--- src/design/ssr_pkg.sv ---
// ---------------------------------------------------------------------------
// ssr_pkg: shared types and constants for the streaming find-and-replace
// Payload structs, register indexes, controller states and the command and
// status groups that pass between the controller and the datapath.
// ---------------------------------------------------------------------------
`default_nettype none

package ssr_pkg;

   localparam int MAX_PATTERN_BYTES     = 8;
   localparam int MAX_REPLACEMENT_BYTES = 8;
   localparam int BYTE_W                = 8;
   localparam int CSR_DATA_W            = 64;
   localparam int CSR_INDEX_W           = 2;
   localparam int LEN_W                 = 4;
   localparam int CNT_W                 = $clog2(MAX_PATTERN_BYTES + 1);
   localparam int HOLD_IDX_W            = $clog2(MAX_PATTERN_BYTES);
   localparam int REP_IDX_W             = $clog2(MAX_REPLACEMENT_BYTES);

   localparam logic [BYTE_W-1:0] NEWLINE_BYTE = 8'd10;

   typedef enum logic [CSR_INDEX_W-1:0] {
      CSR_PATTERN_BYTES      = 2'd0,
      CSR_PATTERN_LENGTH     = 2'd1,
      CSR_REPLACEMENT_BYTES  = 2'd2,
      CSR_REPLACEMENT_LENGTH = 2'd3
   } csr_index_type;

   typedef struct packed {
      logic [BYTE_W-1:0] in_byte;
      logic              stream_last;
   } req_type;

   typedef struct packed {
      logic [BYTE_W-1:0] out_byte;
      logic              run_end;
      logic              stream_end;
   } rsp_type;

   typedef enum logic [1:0] {
      ST_IDLE,
      ST_SCAN,
      ST_REPLACE,
      ST_DRAIN
   } state_type;

   typedef enum logic [1:0] {
      EMIT_NONE,
      EMIT_HEAD,
      EMIT_REP,
      EMIT_NEWLINE
   } emit_sel_type;

   // Controller to datapath
   typedef struct packed {
      logic         load;
      logic         start_rep;
      emit_sel_type emit_sel;
      logic         emit_final;
   } ctrl_cmd_type;

   // Datapath to controller
   typedef struct packed {
      logic req_newline;
      logic item_last;
      logic item_newline;
      logic cnt_zero;
      logic cnt_one;
      logic full_match;
      logic head_prefix;
      logic tail_prefix;
      logic rep_final;
      logic out_free;
   } dp_status_type;

endpackage

`default_nettype wire

--- src/design/ssr_datapath.sv ---
// ---------------------------------------------------------------------------
// ssr_datapath: hold buffer, pattern compare and output register
// Keeps the configuration registers, the bytes held as a partial match, the
// replacement index and the registered result, and reports match status.
// ---------------------------------------------------------------------------
`default_nettype none

module ssr_datapath (
   input  wire logic                              clock,
   input  wire logic                              reset,
   input  wire logic                              csr_we,
   input  wire logic [ssr_pkg::CSR_INDEX_W-1:0]   csr_index,
   input  wire logic [ssr_pkg::CSR_DATA_W-1:0]    csr_wdata,
   input  wire ssr_pkg::req_type                  req_payload,
   input  wire logic                              rsp_ready,
   output logic                                   rsp_valid,
   output ssr_pkg::rsp_type                       rsp_payload,
   input  wire ssr_pkg::ctrl_cmd_type             cmd,
   output ssr_pkg::dp_status_type                 status
);
   import ssr_pkg::*;

   logic [CSR_DATA_W-1:0] pat_ff, pat_in;
   logic [LEN_W-1:0]      plen_ff, plen_in;
   logic [CSR_DATA_W-1:0] rep_ff, rep_in;
   logic [LEN_W-1:0]      rlen_ff, rlen_in;

   logic [BYTE_W-1:0]     hold_ff [MAX_PATTERN_BYTES];
   logic [BYTE_W-1:0]     hold_in [MAX_PATTERN_BYTES];
   logic [CNT_W-1:0]      cnt_ff, cnt_in;
   logic [REP_IDX_W-1:0]  rep_idx_ff, rep_idx_in;
   logic                  last_ff, last_in;
   logic                  nl_ff, nl_in;
   logic                  rsp_valid_ff, rsp_valid_in;
   rsp_type               rsp_ff, rsp_in;

   logic [CNT_W-1:0]      plen_eff;
   logic [REP_IDX_W-1:0]  rep_last_idx;
   logic                  head_ok;
   logic                  tail_ok;
   logic                  req_nl;
   logic                  shift;
   logic [BYTE_W-1:0]     emit_byte;

   // Clamp a length register to 1..MAX
   function automatic logic [CNT_W-1:0] eff_len(input logic [LEN_W-1:0] v,
                                               input int max);
      logic [CNT_W-1:0] r;
      if (v == '0) begin
         r = CNT_W'(1);
      end else if (CNT_W'(v) > CNT_W'(max)) begin
         r = CNT_W'(max);
      end else begin
         r = CNT_W'(v);
      end
      return r;
   endfunction

   assign plen_eff     = eff_len(plen_ff, MAX_PATTERN_BYTES);
   assign rep_last_idx = REP_IDX_W'(eff_len(rlen_ff, MAX_REPLACEMENT_BYTES) - CNT_W'(1));
   assign req_nl       = (req_payload.in_byte == NEWLINE_BYTE);
   assign shift        = (cmd.emit_sel == EMIT_HEAD);

   // Compare held bytes against the pattern, from the head and one byte on
   always_comb begin
      head_ok = 1'b1;
      tail_ok = 1'b1;
      for (int i = 0; i < MAX_PATTERN_BYTES; i++) begin
         if (CNT_W'(i) < cnt_ff && hold_ff[i] != pat_ff[i*BYTE_W +: BYTE_W]) begin
            head_ok = 1'b0;
         end
      end
      for (int i = 0; i < MAX_PATTERN_BYTES - 1; i++) begin
         if (CNT_W'(i + 1) < cnt_ff && hold_ff[i+1] != pat_ff[i*BYTE_W +: BYTE_W]) begin
            tail_ok = 1'b0;
         end
      end
   end

   // Select the byte to transfer
   always_comb begin
      case (cmd.emit_sel)
         EMIT_HEAD:    emit_byte = hold_ff[0];
         EMIT_REP:     emit_byte = rep_ff[rep_idx_ff*BYTE_W +: BYTE_W];
         EMIT_NEWLINE: emit_byte = NEWLINE_BYTE;
         default:      emit_byte = '0;
      endcase
   end

   // Configuration registers
   always_comb begin
      pat_in  = pat_ff;
      plen_in = plen_ff;
      rep_in  = rep_ff;
      rlen_in = rlen_ff;
      if (csr_we) begin
         unique case (csr_index_type'(csr_index))
            CSR_PATTERN_BYTES:      pat_in  = csr_wdata;
            CSR_PATTERN_LENGTH:     plen_in = csr_wdata[LEN_W-1:0];
            CSR_REPLACEMENT_BYTES:  rep_in  = csr_wdata;
            CSR_REPLACEMENT_LENGTH: rlen_in = csr_wdata[LEN_W-1:0];
         endcase
      end
   end

   // Hold buffer, count and item flags
   always_comb begin
      hold_in    = hold_ff;
      cnt_in     = cnt_ff;
      rep_idx_in = rep_idx_ff;
      last_in    = last_ff;
      nl_in      = nl_ff;
      if (csr_we) begin
         cnt_in = '0;
      end else if (cmd.load) begin
         last_in = req_payload.stream_last;
         nl_in   = req_nl;
         if (!req_nl) begin
            hold_in[cnt_ff[HOLD_IDX_W-1:0]] = req_payload.in_byte;
            cnt_in = cnt_ff + CNT_W'(1);
         end
      end else if (cmd.start_rep) begin
         cnt_in     = '0;
         rep_idx_in = '0;
      end else if (shift) begin
         for (int i = 0; i < MAX_PATTERN_BYTES - 1; i++) begin
            hold_in[i] = hold_ff[i+1];
         end
         cnt_in = cnt_ff - CNT_W'(1);
      end else if (cmd.emit_sel == EMIT_REP) begin
         rep_idx_in = rep_idx_ff + REP_IDX_W'(1);
      end
   end

   // Output register: load on transfer out of the core, drop when taken
   always_comb begin
      rsp_in       = rsp_ff;
      rsp_valid_in = rsp_valid_ff;
      if (cmd.emit_sel != EMIT_NONE) begin
         rsp_in.out_byte   = emit_byte;
         rsp_in.run_end    = cmd.emit_final;
         rsp_in.stream_end = cmd.emit_final & last_ff;
         rsp_valid_in      = 1'b1;
      end else if (rsp_ready) begin
         rsp_valid_in = 1'b0;
      end
   end

   always_ff @(posedge clock) begin
      if (reset) begin
         pat_ff       <= '0;
         plen_ff      <= LEN_W'(1);
         rep_ff       <= '0;
         rlen_ff      <= LEN_W'(1);
         cnt_ff       <= '0;
         rep_idx_ff   <= '0;
         last_ff      <= 1'b0;
         nl_ff        <= 1'b0;
         rsp_valid_ff <= 1'b0;
      end else begin
         pat_ff       <= pat_in;
         plen_ff      <= plen_in;
         rep_ff       <= rep_in;
         rlen_ff      <= rlen_in;
         cnt_ff       <= cnt_in;
         rep_idx_ff   <= rep_idx_in;
         last_ff      <= last_in;
         nl_ff        <= nl_in;
         rsp_valid_ff <= rsp_valid_in;
      end
   end

   always_ff @(posedge clock) begin
      hold_ff <= hold_in;
      rsp_ff  <= rsp_in;
   end

   assign rsp_valid   = rsp_valid_ff;
   assign rsp_payload = rsp_ff;

   // Status towards the controller
   always_comb begin
      status.req_newline  = req_nl;
      status.item_last    = last_ff;
      status.item_newline = nl_ff;
      status.cnt_zero     = (cnt_ff == '0);
      status.cnt_one      = (cnt_ff == CNT_W'(1));
      status.full_match   = (cnt_ff == plen_eff) && head_ok;
      status.head_prefix  = (cnt_ff < plen_eff) && head_ok;
      status.tail_prefix  = tail_ok;
      status.rep_final    = (rep_idx_ff == rep_last_idx);
      status.out_free     = !rsp_valid_ff || rsp_ready;
   end

endmodule

`default_nettype wire

--- src/design/ssr_ctrl.sv ---
// ---------------------------------------------------------------------------
// ssr_ctrl: sequencing state machine
// Accepts one item, then walks the held bytes: replace a full match, release
// the oldest byte on a mismatch, and flush on newline or end of stream.
// ---------------------------------------------------------------------------
`default_nettype none

module ssr_ctrl (
   input  wire logic                   clock,
   input  wire logic                   reset,
   input  wire logic                   req_valid,
   output logic                        req_ready,
   input  wire ssr_pkg::dp_status_type status,
   output ssr_pkg::ctrl_cmd_type       cmd
);
   import ssr_pkg::*;

   state_type state_ff, state_in;

   always_ff @(posedge clock) begin
      if (reset) begin
         state_ff <= ST_IDLE;
      end else begin
         state_ff <= state_in;
      end
   end

   // Next state and commands
   always_comb begin
      state_in       = state_ff;
      req_ready      = 1'b0;
      cmd.load       = 1'b0;
      cmd.start_rep  = 1'b0;
      cmd.emit_sel   = EMIT_NONE;
      cmd.emit_final = 1'b0;
      unique case (state_ff)
         ST_IDLE: begin
            req_ready = 1'b1;
            if (req_valid) begin
               cmd.load = 1'b1;
               state_in = status.req_newline ? ST_DRAIN : ST_SCAN;
            end
         end
         ST_SCAN: begin
            if (status.full_match) begin
               cmd.start_rep = 1'b1;
               state_in      = ST_REPLACE;
            end else if (status.head_prefix) begin
               // still a partial match: hold it, or flush at end of stream
               state_in = status.item_last ? ST_DRAIN : ST_IDLE;
            end else if (status.out_free) begin
               // release the oldest byte; last one if nothing else follows
               cmd.emit_sel   = EMIT_HEAD;
               cmd.emit_final = status.cnt_one ||
                                (status.tail_prefix && !status.item_last);
               if (status.cnt_one) begin
                  state_in = ST_IDLE;
               end
            end
         end
         ST_REPLACE: begin
            if (status.out_free) begin
               cmd.emit_sel   = EMIT_REP;
               cmd.emit_final = status.rep_final;
               if (status.rep_final) begin
                  state_in = ST_IDLE;
               end
            end
         end
         ST_DRAIN: begin
            if (status.out_free) begin
               if (status.cnt_zero) begin
                  cmd.emit_sel   = EMIT_NEWLINE;
                  cmd.emit_final = 1'b1;
                  state_in       = ST_IDLE;
               end else begin
                  cmd.emit_sel   = EMIT_HEAD;
                  cmd.emit_final = status.cnt_one && !status.item_newline;
                  if (status.cnt_one && !status.item_newline) begin
                     state_in = ST_IDLE;
                  end
               end
            end
         end
      endcase
   end

endmodule

`default_nettype wire

--- src/design/stream_substring_replace.sv ---
// ---------------------------------------------------------------------------
// stream_substring_replace: streaming find-and-replace on a byte stream
// Replaces every leftmost, non-overlapping occurrence of the configured
// pattern by the replacement text; newline and end of stream flush.
// ---------------------------------------------------------------------------
//
//   Port group   Direction  Handshake          Carries
//   req_*        in         valid / ready      one text byte and end mark
//   rsp_*        out        valid / ready      one rewritten byte and marks
//   csr_*        in         write enable only  pattern and replacement setup
//
// An item is accepted in ST_IDLE, then its result bytes leave one at a time
// through the single-byte output register of the datapath; a full match first
// resets the replacement index, and held bytes that stay held return to ST_IDLE.
// Reset is synchronous and clears the held count, the lengths to one and the
// pattern and replacement to zero. A stalled rsp_ready stalls every output;
// the next item is taken once each byte of the previous one is sent or held.
// ---------------------------------------------------------------------------
`default_nettype none

module stream_substring_replace (
   input  wire logic                              clock,
   input  wire logic                              reset,
   input  wire logic                              req_valid,
   output logic                                   req_ready,
   input  wire ssr_pkg::req_type                  req_payload,
   output logic                                   rsp_valid,
   input  wire logic                              rsp_ready,
   output ssr_pkg::rsp_type                       rsp_payload,
   input  wire logic                              csr_we,
   input  wire logic [ssr_pkg::CSR_INDEX_W-1:0]   csr_index,
   input  wire logic [ssr_pkg::CSR_DATA_W-1:0]    csr_wdata
);
   import ssr_pkg::*;

   ctrl_cmd_type  cmd;
   dp_status_type status;

   ssr_ctrl u_ctrl (
      .clock     (clock),
      .reset     (reset),
      .req_valid (req_valid),
      .req_ready (req_ready),
      .status    (status),
      .cmd       (cmd)
   );

   ssr_datapath u_datapath (
      .clock       (clock),
      .reset       (reset),
      .csr_we      (csr_we),
      .csr_index   (csr_index),
      .csr_wdata   (csr_wdata),
      .req_payload (req_payload),
      .rsp_ready   (rsp_ready),
      .rsp_valid   (rsp_valid),
      .rsp_payload (rsp_payload),
      .cmd         (cmd),
      .status      (status)
   );

endmodule

`default_nettype wire

--- config.mk ---
export PLATFORM = sky130hd
export DESIGN_NAME = stream_substring_replace
export DESIGN_NICKNAME = d
export VERILOG_FILES = /design/src/design/ssr_pkg.sv /design/src/design/ssr_datapath.sv /design/src/design/ssr_ctrl.sv /design/src/design/stream_substring_replace.sv
export SDC_FILE = /design/constraint.sdc
export NUM_CORES = 1
export LEC_CHECK = 0
export ABC_CLOCK_PERIOD_IN_PS = 2900
export BUFFER_PORTS_ARGS = -buffer_cell sky130_fd_sc_hd__buf_2
export CORE_AREA = 4 4 151 153
export CTS_CLUSTER_SIZE = 10
export DETAILED_ROUTE_END_ITERATION = 10
export DIE_AREA = 0 0 155 157
export HOLD_SLACK_MARGIN = 0.15
export PLACE_DENSITY = 0.72
export REMOVE_ABC_BUFFERS = 1
export SYNTH_ARGS = -nofsm -noshare
export SYNTH_HDL_FRONTEND = slang
export SYNTH_SLANG_ARGS = --single-unit
export TNS_END_PERCENT = 100
--- constraint.sdc ---
create_clock -name clock -period 2.9 [get_ports clock]
set_input_delay 0.58 -clock clock [delete_from_list [all_inputs] [get_ports clock]]
set_output_delay 0.58 -clock clock [all_outputs]
set_load 0.05 [all_outputs]
* After elaboration in Yosys (flattened, before gate mapping)
Index checks and enable logic that the tools add are counted.
** Word-level totals
- Input bits :: 80
- Register bits :: 222
- Word-level logic and storage cells :: 189
- Output and inout bits :: 12
** Operators by class
- $lt $le $gt $ge :: 13
- Bitwise gates (word level) :: 5
- Reductions and logical operators :: 46
- Mux-type cells :: 61
- Add/subtract/negate cells :: 4
- Equality and inequality tests :: 38
- Shifts and indexed selects :: 1
** Operators with widths (number)
- two-way mux 56 bit :: 3
- inequality test 8 bit :: 15
- bitwise mux 64 bit :: 1
- two-way mux 64 bit :: 1
- variable part select 64 x 7 -> 8 bit :: 1
- two-way mux 3 bit :: 10
- two-way mux 2 bit :: 13
- demux 8 bit (select 3 bit) :: 1
- two-way mux 4 bit :: 6
- case mux 8 bit (3 select lines) :: 1
- two-way mux 1 bit :: 22
- logical AND 1 bit :: 20
- less-than comparator 3 x 4 -> 1 bit, first input constant :: 4
- == test 2 bit, second input constant :: 6
- logical NOT 4 bit :: 3
- AND reduction 2 bit :: 6
- inequality test 2 bit, second input constant :: 5
- case mux 3 bit (3 select lines) :: 1
- == test 8 x 4 -> 1 bit, second input constant :: 1
- > comparator 4 bit, second input constant :: 2
- less-than comparator 1 x 4 -> 1 bit, first input constant :: 2
- less-than comparator 2 x 4 -> 1 bit, first input constant :: 2
- two-way mux 8 bit :: 1
- case mux 2 bit (4 select lines) :: 1
- 27 further kinds :: 40

* Longest topological paths before layout
- Depth in word-level cells :: 19
- Gate-level depth with buffers :: 13
- Mapped depth without buffers :: 12

* By module
From an unflattened synthesis, not the netlist that was laid out.
** Unflattened totals
- Cell total of the unflattened synthesis :: 1178
- Area total of the unflattened synthesis :: 10677.7 um^2
** By module, submodules not included
- ssr_datapath :: times used 1, cells an instance 1142, area each 10385.0 um^2, sequential area each 5144.9 um^2
- ssr_ctrl :: times used 1, cells an instance 36, area each 292.8 um^2, sequential area each 40.0 um^2

* Worst setup path before layout
Ideal clock, no wire load.
- Path type :: reg2reg
- Start point :: register u_datapath.cnt_ff[0]
- End point :: register u_datapath.hold_ff[16] (netlist bit), enable pin
- Setup time :: 386 ps
- Clock period less this slack :: 3001 ps
- Data required time :: 2514 ps
- Buffers on the path :: 0
- Cell stages (with the launch flop) :: 10
- Setup slack :: -101 ps
- Arrival time :: 2614 ps
- Path through :: dfxtp_1 inv_1 ha_1 o21ai_0 o21ai_0 nand4_2 nor2_4 a221oi_4 nor2_1 a211oi_1
** Between the ends
- Cells in the longest elaborated chain, start to end :: 17
- Elaborated cells between the ends (all ways) :: 40
- Those cells by class :: order compare (9); eq/ne (3); mux (15); reduce/logical (13)
** RTL lines
- from (decl) :: line ssr_datapath.sv:30 : logic [CNT_W-1:0] cnt_ff, cnt_in;
- from (signal assigned) :: line ssr_datapath.sv:165 : cnt_ff <= cnt_in;
- less-than comparator 1 x 4 -> 1 bit :: line ssr_datapath.sv:69 : if (CNT_W'(i) < cnt_ff && hold_ff[i] != pat_ff[i*BYTE_W +: BYTE_W]) begin
- logical AND 1 bit :: line ssr_datapath.sv:69
- two-way mux 1 bit (8 in a row) :: line ssr_datapath.sv:69
- logical AND 1 bit :: line ssr_datapath.sv:189 : status.head_prefix = (cnt_ff < plen_eff) && head_ok;
- two-way mux 3 bit :: line ssr_ctrl.sv:48 : end else if (status.head_prefix) begin
- two-way mux 3 bit :: line ssr_ctrl.sv:45 : if (status.full_match) begin
- case mux 3 bit (3 select lines) :: line ssr_ctrl.sv:36 : unique case (state_ff)
- == test 2 x 1 -> 1 bit :: line ssr_datapath.sv:62 : assign shift = (cmd.emit_sel == EMIT_HEAD);
- nonzero test 2 bit (no line)
- AND reduction 4 bit (no line) (*)
- to (signal assigned) :: line ssr_datapath.sv:174 : hold_ff <= hold_in;
- to (decl) :: line ssr_datapath.sv:28 : logic [BYTE_W-1:0] hold_ff [MAX_PATTERN_BYTES];
Mark *: on every way between the ends. The rest lies on a longest branch, timed or not.
A chain may end at the register's enable or synchronous reset.

* Worst setup path after layout
- Start point :: register u_datapath.cnt_ff[0]
- End point :: register u_datapath.hold_ff[48] (netlist bit), enable pin
Same word-level chain as after synthesis.

==> impl_metrics.csv <==
group,metric,value,unit
finish,nets,1394,
sta,max_clock_freq,358,MHz
synthesis,netlist_top_cells_area,"dfxtp_1, edfxtp_1, nand2_1, xnor2_1, a21oi_1",
sta,tightest_slew,1.04,ns
synthesis,async_flop_share,0,
synthesis,postSynthAreaPerCell,9.41,um2
setup_path,cp_common_cell,"o21ai_0",
global_route,grt_max_degree,66,
detailed_routing,drtAntennaViolNets,0,
clock_network,clk_latency,0.53,ns
synthesis,synth.cell_area,10700,um2
clock_network,cts_tree,"done",
finish,antennaDiodeCount,0,
die,initial_core_util,0.494,
finish,area_growth,22.5,%
detailed_routing,num_vias,9206,
hold_path,hold_path.class,"in2reg",
die,ios,92,
placement,dp_cells,1557,
finish,layout_commonest_cell,"nand2_1",
detailed_routing,viasPerCell,5.75,
setup_path,crit_chain,"inv_1 > ha_1 > o21ai_0 > o21ai_0 > nand4_2 > nor2_4 > a221oi_4 > nor2_2 > a211oi_2",
setup_path,r2r_start,"u_datapath.cnt_ff[0]",
die,dieArea,24300,um2
setup_path,criticalPathCategory,"reg2reg",
detailed_routing,drcViolationCount,0,
die,die_width,155,um
sta,drv_slew,0,
setup_path,slowest_delay,0.63,ns
global_route,grt-ovfl-total,0,
sta,finalSetupViolCount,0,
detailed_routing,drt_iter0_markers,797,
hold_path,whs_path_depth,3,
clock_network,post_cts.repair.setup_buffers,0,
detailed_routing,wl_per_cell,20.2,um
sta,rsz0062_at_grt,"yes",
sta,relSlewSlack,0.302,
setup_path,cp_slowest_cell,"a211oi_2",
detailed_routing,dr.pass1.iters,5,
sta,skew,0.0166,ns
clock_network,root_buffer,"clkbuf_16",
status,outcome,"completed",
setup_path,r2r_end,"u_datapath.hold_ff[48]",
die,die_h,157,um
global_route,grt.total_usage,0.262,
setup_path,crit_path_max_fanout,8,
placement,port_buffers,91,
setup_path,cp.arrival,2.95,ns
sta,finalCriticalPeriod,2.80,ns
placement,dp_hpwl,24100,um
flow_run,cap_violations,0,
power_and_ir_drop,power.density,665,nW/um2
setup_path,worstSetupEndpointType,"flip-flop",
setup_path,crit_required,3.05,ns
placement,routabilityCongestion,0.967,
synthesis,synth_edf_count,74,
finish,drive_gt1_frac,0.220,
hold_path,min_to,"u_datapath.pat_ff[8]",
clock_network,clk_transition_reported_paths,0.06,ns
global_route,grt_pass1_wl,50300,um
synthesis,synth-seq-cells,222,
sta,final.period_utilization,0.964,
setup_path,cp_num_buf_inv,1,
die,coreArea,21600,um2
clock_network,cts.htree.levels,1,
setup_path,reg2reg_slack,0.10,ns
finish,fin_cells,1601,
clock_network,holdBufCountCts,0,
global_route,antenna_found_initial,0,
synthesis,yosysWarningCount,0,
synthesis,yosys.area.top_type,"dfxtp_1",
die,rows,54,
finish,final_cell_mix,"nand2_1, dfxtp_1, a21oi_1",
setup_path,critical_path.top_delay_family,"compound AO/OA/AOI/OAI gates",
clock_network,cts.sinks,222,
power_and_ir_drop,vdd_drop_max,0.497,mV
synthesis,synth_seq_area_share,0.486,
power_and_ir_drop,p_leak,4.86,nW
synthesis,syn_inst,1133,
setup_path,reg2reg_depth,9,
synthesis,synth_top_area_share,0.278,
clock_network,cts_buffers,26,
synthesis,ys.flop_type,"dfxtp_1",
setup_path,critPathLaunchType,"flip-flop",
global_route,grt_pass1_vias,9074,
clock_network,max-clock-path-buffers,3,
sta,hold_viol,0,
synthesis,yosysUniqueCellTypes,61,
power_and_ir_drop,finalPower,0.00869,W
hold_path,hp-start,"csr_wdata[8]",
detailed_routing,detail_route.wirelength,32300,um
sequential cells by signal, indices dropped and copies added (netlist names):
signal                  flops
u_ctrl.state_ff             2
u_datapath.pat_ff          64
u_datapath.rep_ff          64
u_datapath.rep_idx_ff       3
u_datapath.plen_ff          4
u_datapath.nl_ff            1
u_datapath.rsp_payload     10
u_datapath.hold_ff         64
u_datapath.last_ff          1
u_datapath.rlen_ff          4
u_datapath.cnt_ff           4
u_datapath.rsp_valid        1
logic make-up after synthesis:
kind of cell	synth area share
and+or+nand+nor	0.165
AOI/OAI and AO/OA	0.156
DFF	0.486
xor gates and xnor gates	0.102
buffers and inverters	0.0311
muxes	0.0490
adders and majority gates	0.0106
how the worst max path moves through the flow:
stage                                startpoint                      to  slack (ns)  cells past startpoint
after CTS                  u_datapath.cnt_ff[0]  u_datapath.hold_ff[62]       -0.23                      9
after detailed placement  u_datapath.plen_ff[3]  u_datapath.hold_ff[21]       -0.20                     11
final                      u_datapath.cnt_ff[0]  u_datapath.hold_ff[48]        0.10                      9
after global placement    u_datapath.plen_ff[3]  u_datapath.hold_ff[16]       -0.14                     11
after global routing       u_datapath.cnt_ff[0]  u_datapath.hold_ff[18]        -0.1                      9
after floorplan                    csr_index[1]    u_datapath.pat_ff[0]       -1.47                      3
metrics by stage:
step / hold WS, ns / cell area [um2] / TNS [ns] / setup WS [ns] / util
4_1_cts: 0.295 / 13000 / -7.82 / -0.231 / 0.604
3_3_place_gp: 0.440 / 12300 / -3.78 / -0.135 / 0.569
3_5_place_dp: 0.445 / 12300 / -6.44 / -0.199 / 0.569
6_report: 0.308 / 13100 / 0 / 0.104 / 0.606
2_1_floorplan: 0.427 / 10400 / -138.61 / -1.47 / -
5_1_grt: 0.308 / 13100 / -2.20 / -0.0957 / 0.606
worst reg2reg max path: cells and delay by family (launching register included):
| family | cells | cell delay [ns] |
|---|---|---|
| adders and majority gates | 1 | 0.27 |
| buffers and inverters | 1 | 0.10 |
| DFF | 1 | 0.36 |
| AOI/OAI and AO/OA | 4 | 1.33 |
| and+or+nand+nor | 3 | 0.37 |
per-layer routing:
layer,up-vias,wire (um),GRT usage
li1,4321,-,-
met1,4440,13000,0.333
met2,363,16200,0.464
met3,82,2020,0.0338
met4,0,1190,0.0862
met5,-,0,0
synth_stat cells (9+ instances only):
| cell | n |
|---|---|
| inv_1 | 10 |
| o21ai_0 | 19 |
| a32o_1 | 15 |
| nor2_1 | 36 |
| nor2b_1 | 10 |
| xor2_1 | 41 |
| ha_1 | 9 |
| mux4_2 | 16 |
| nand4_1 | 21 |
| a22o_1 | 42 |
| mux2i_1 | 15 |
| nand2_1 | 285 |
| edfxtp_1 | 74 |
| xnor2_1 | 83 |
| clkbuf_1 | 63 |
| a21oi_1 | 142 |
| dfxtp_1 | 148 |
| nor4_1 | 12 |
power breakdown:
group	switching, W	total, W	internal [W]	leakage, nW
clock network	0.00122	0.00298	0.00175	0.368
registers	0.000183	0.00372	0.00354	1.90
logic	0.00117	0.00199	0.000818	2.60
total	0.00258	0.00869	0.00611	4.86
what timing repair did:
item                       in CTS  in global routing
gates cloned                    0                  0
resized for setup               0                 10
setup endpoints to repair      40                 66
layout make-up:
type / instances / area (um2)
multi-input combinational: 825 / 5200
inverter: 10 / 37.5
fill: 1850 / 8490
clock buffer: 43 / 756
tap: 280 / 350
clock inverter: 1 / 5.00
timing repair buffer: 220 / 1530
sequential: 222 / 5180
Note: power is estimated with default switching activity, not from simulation.
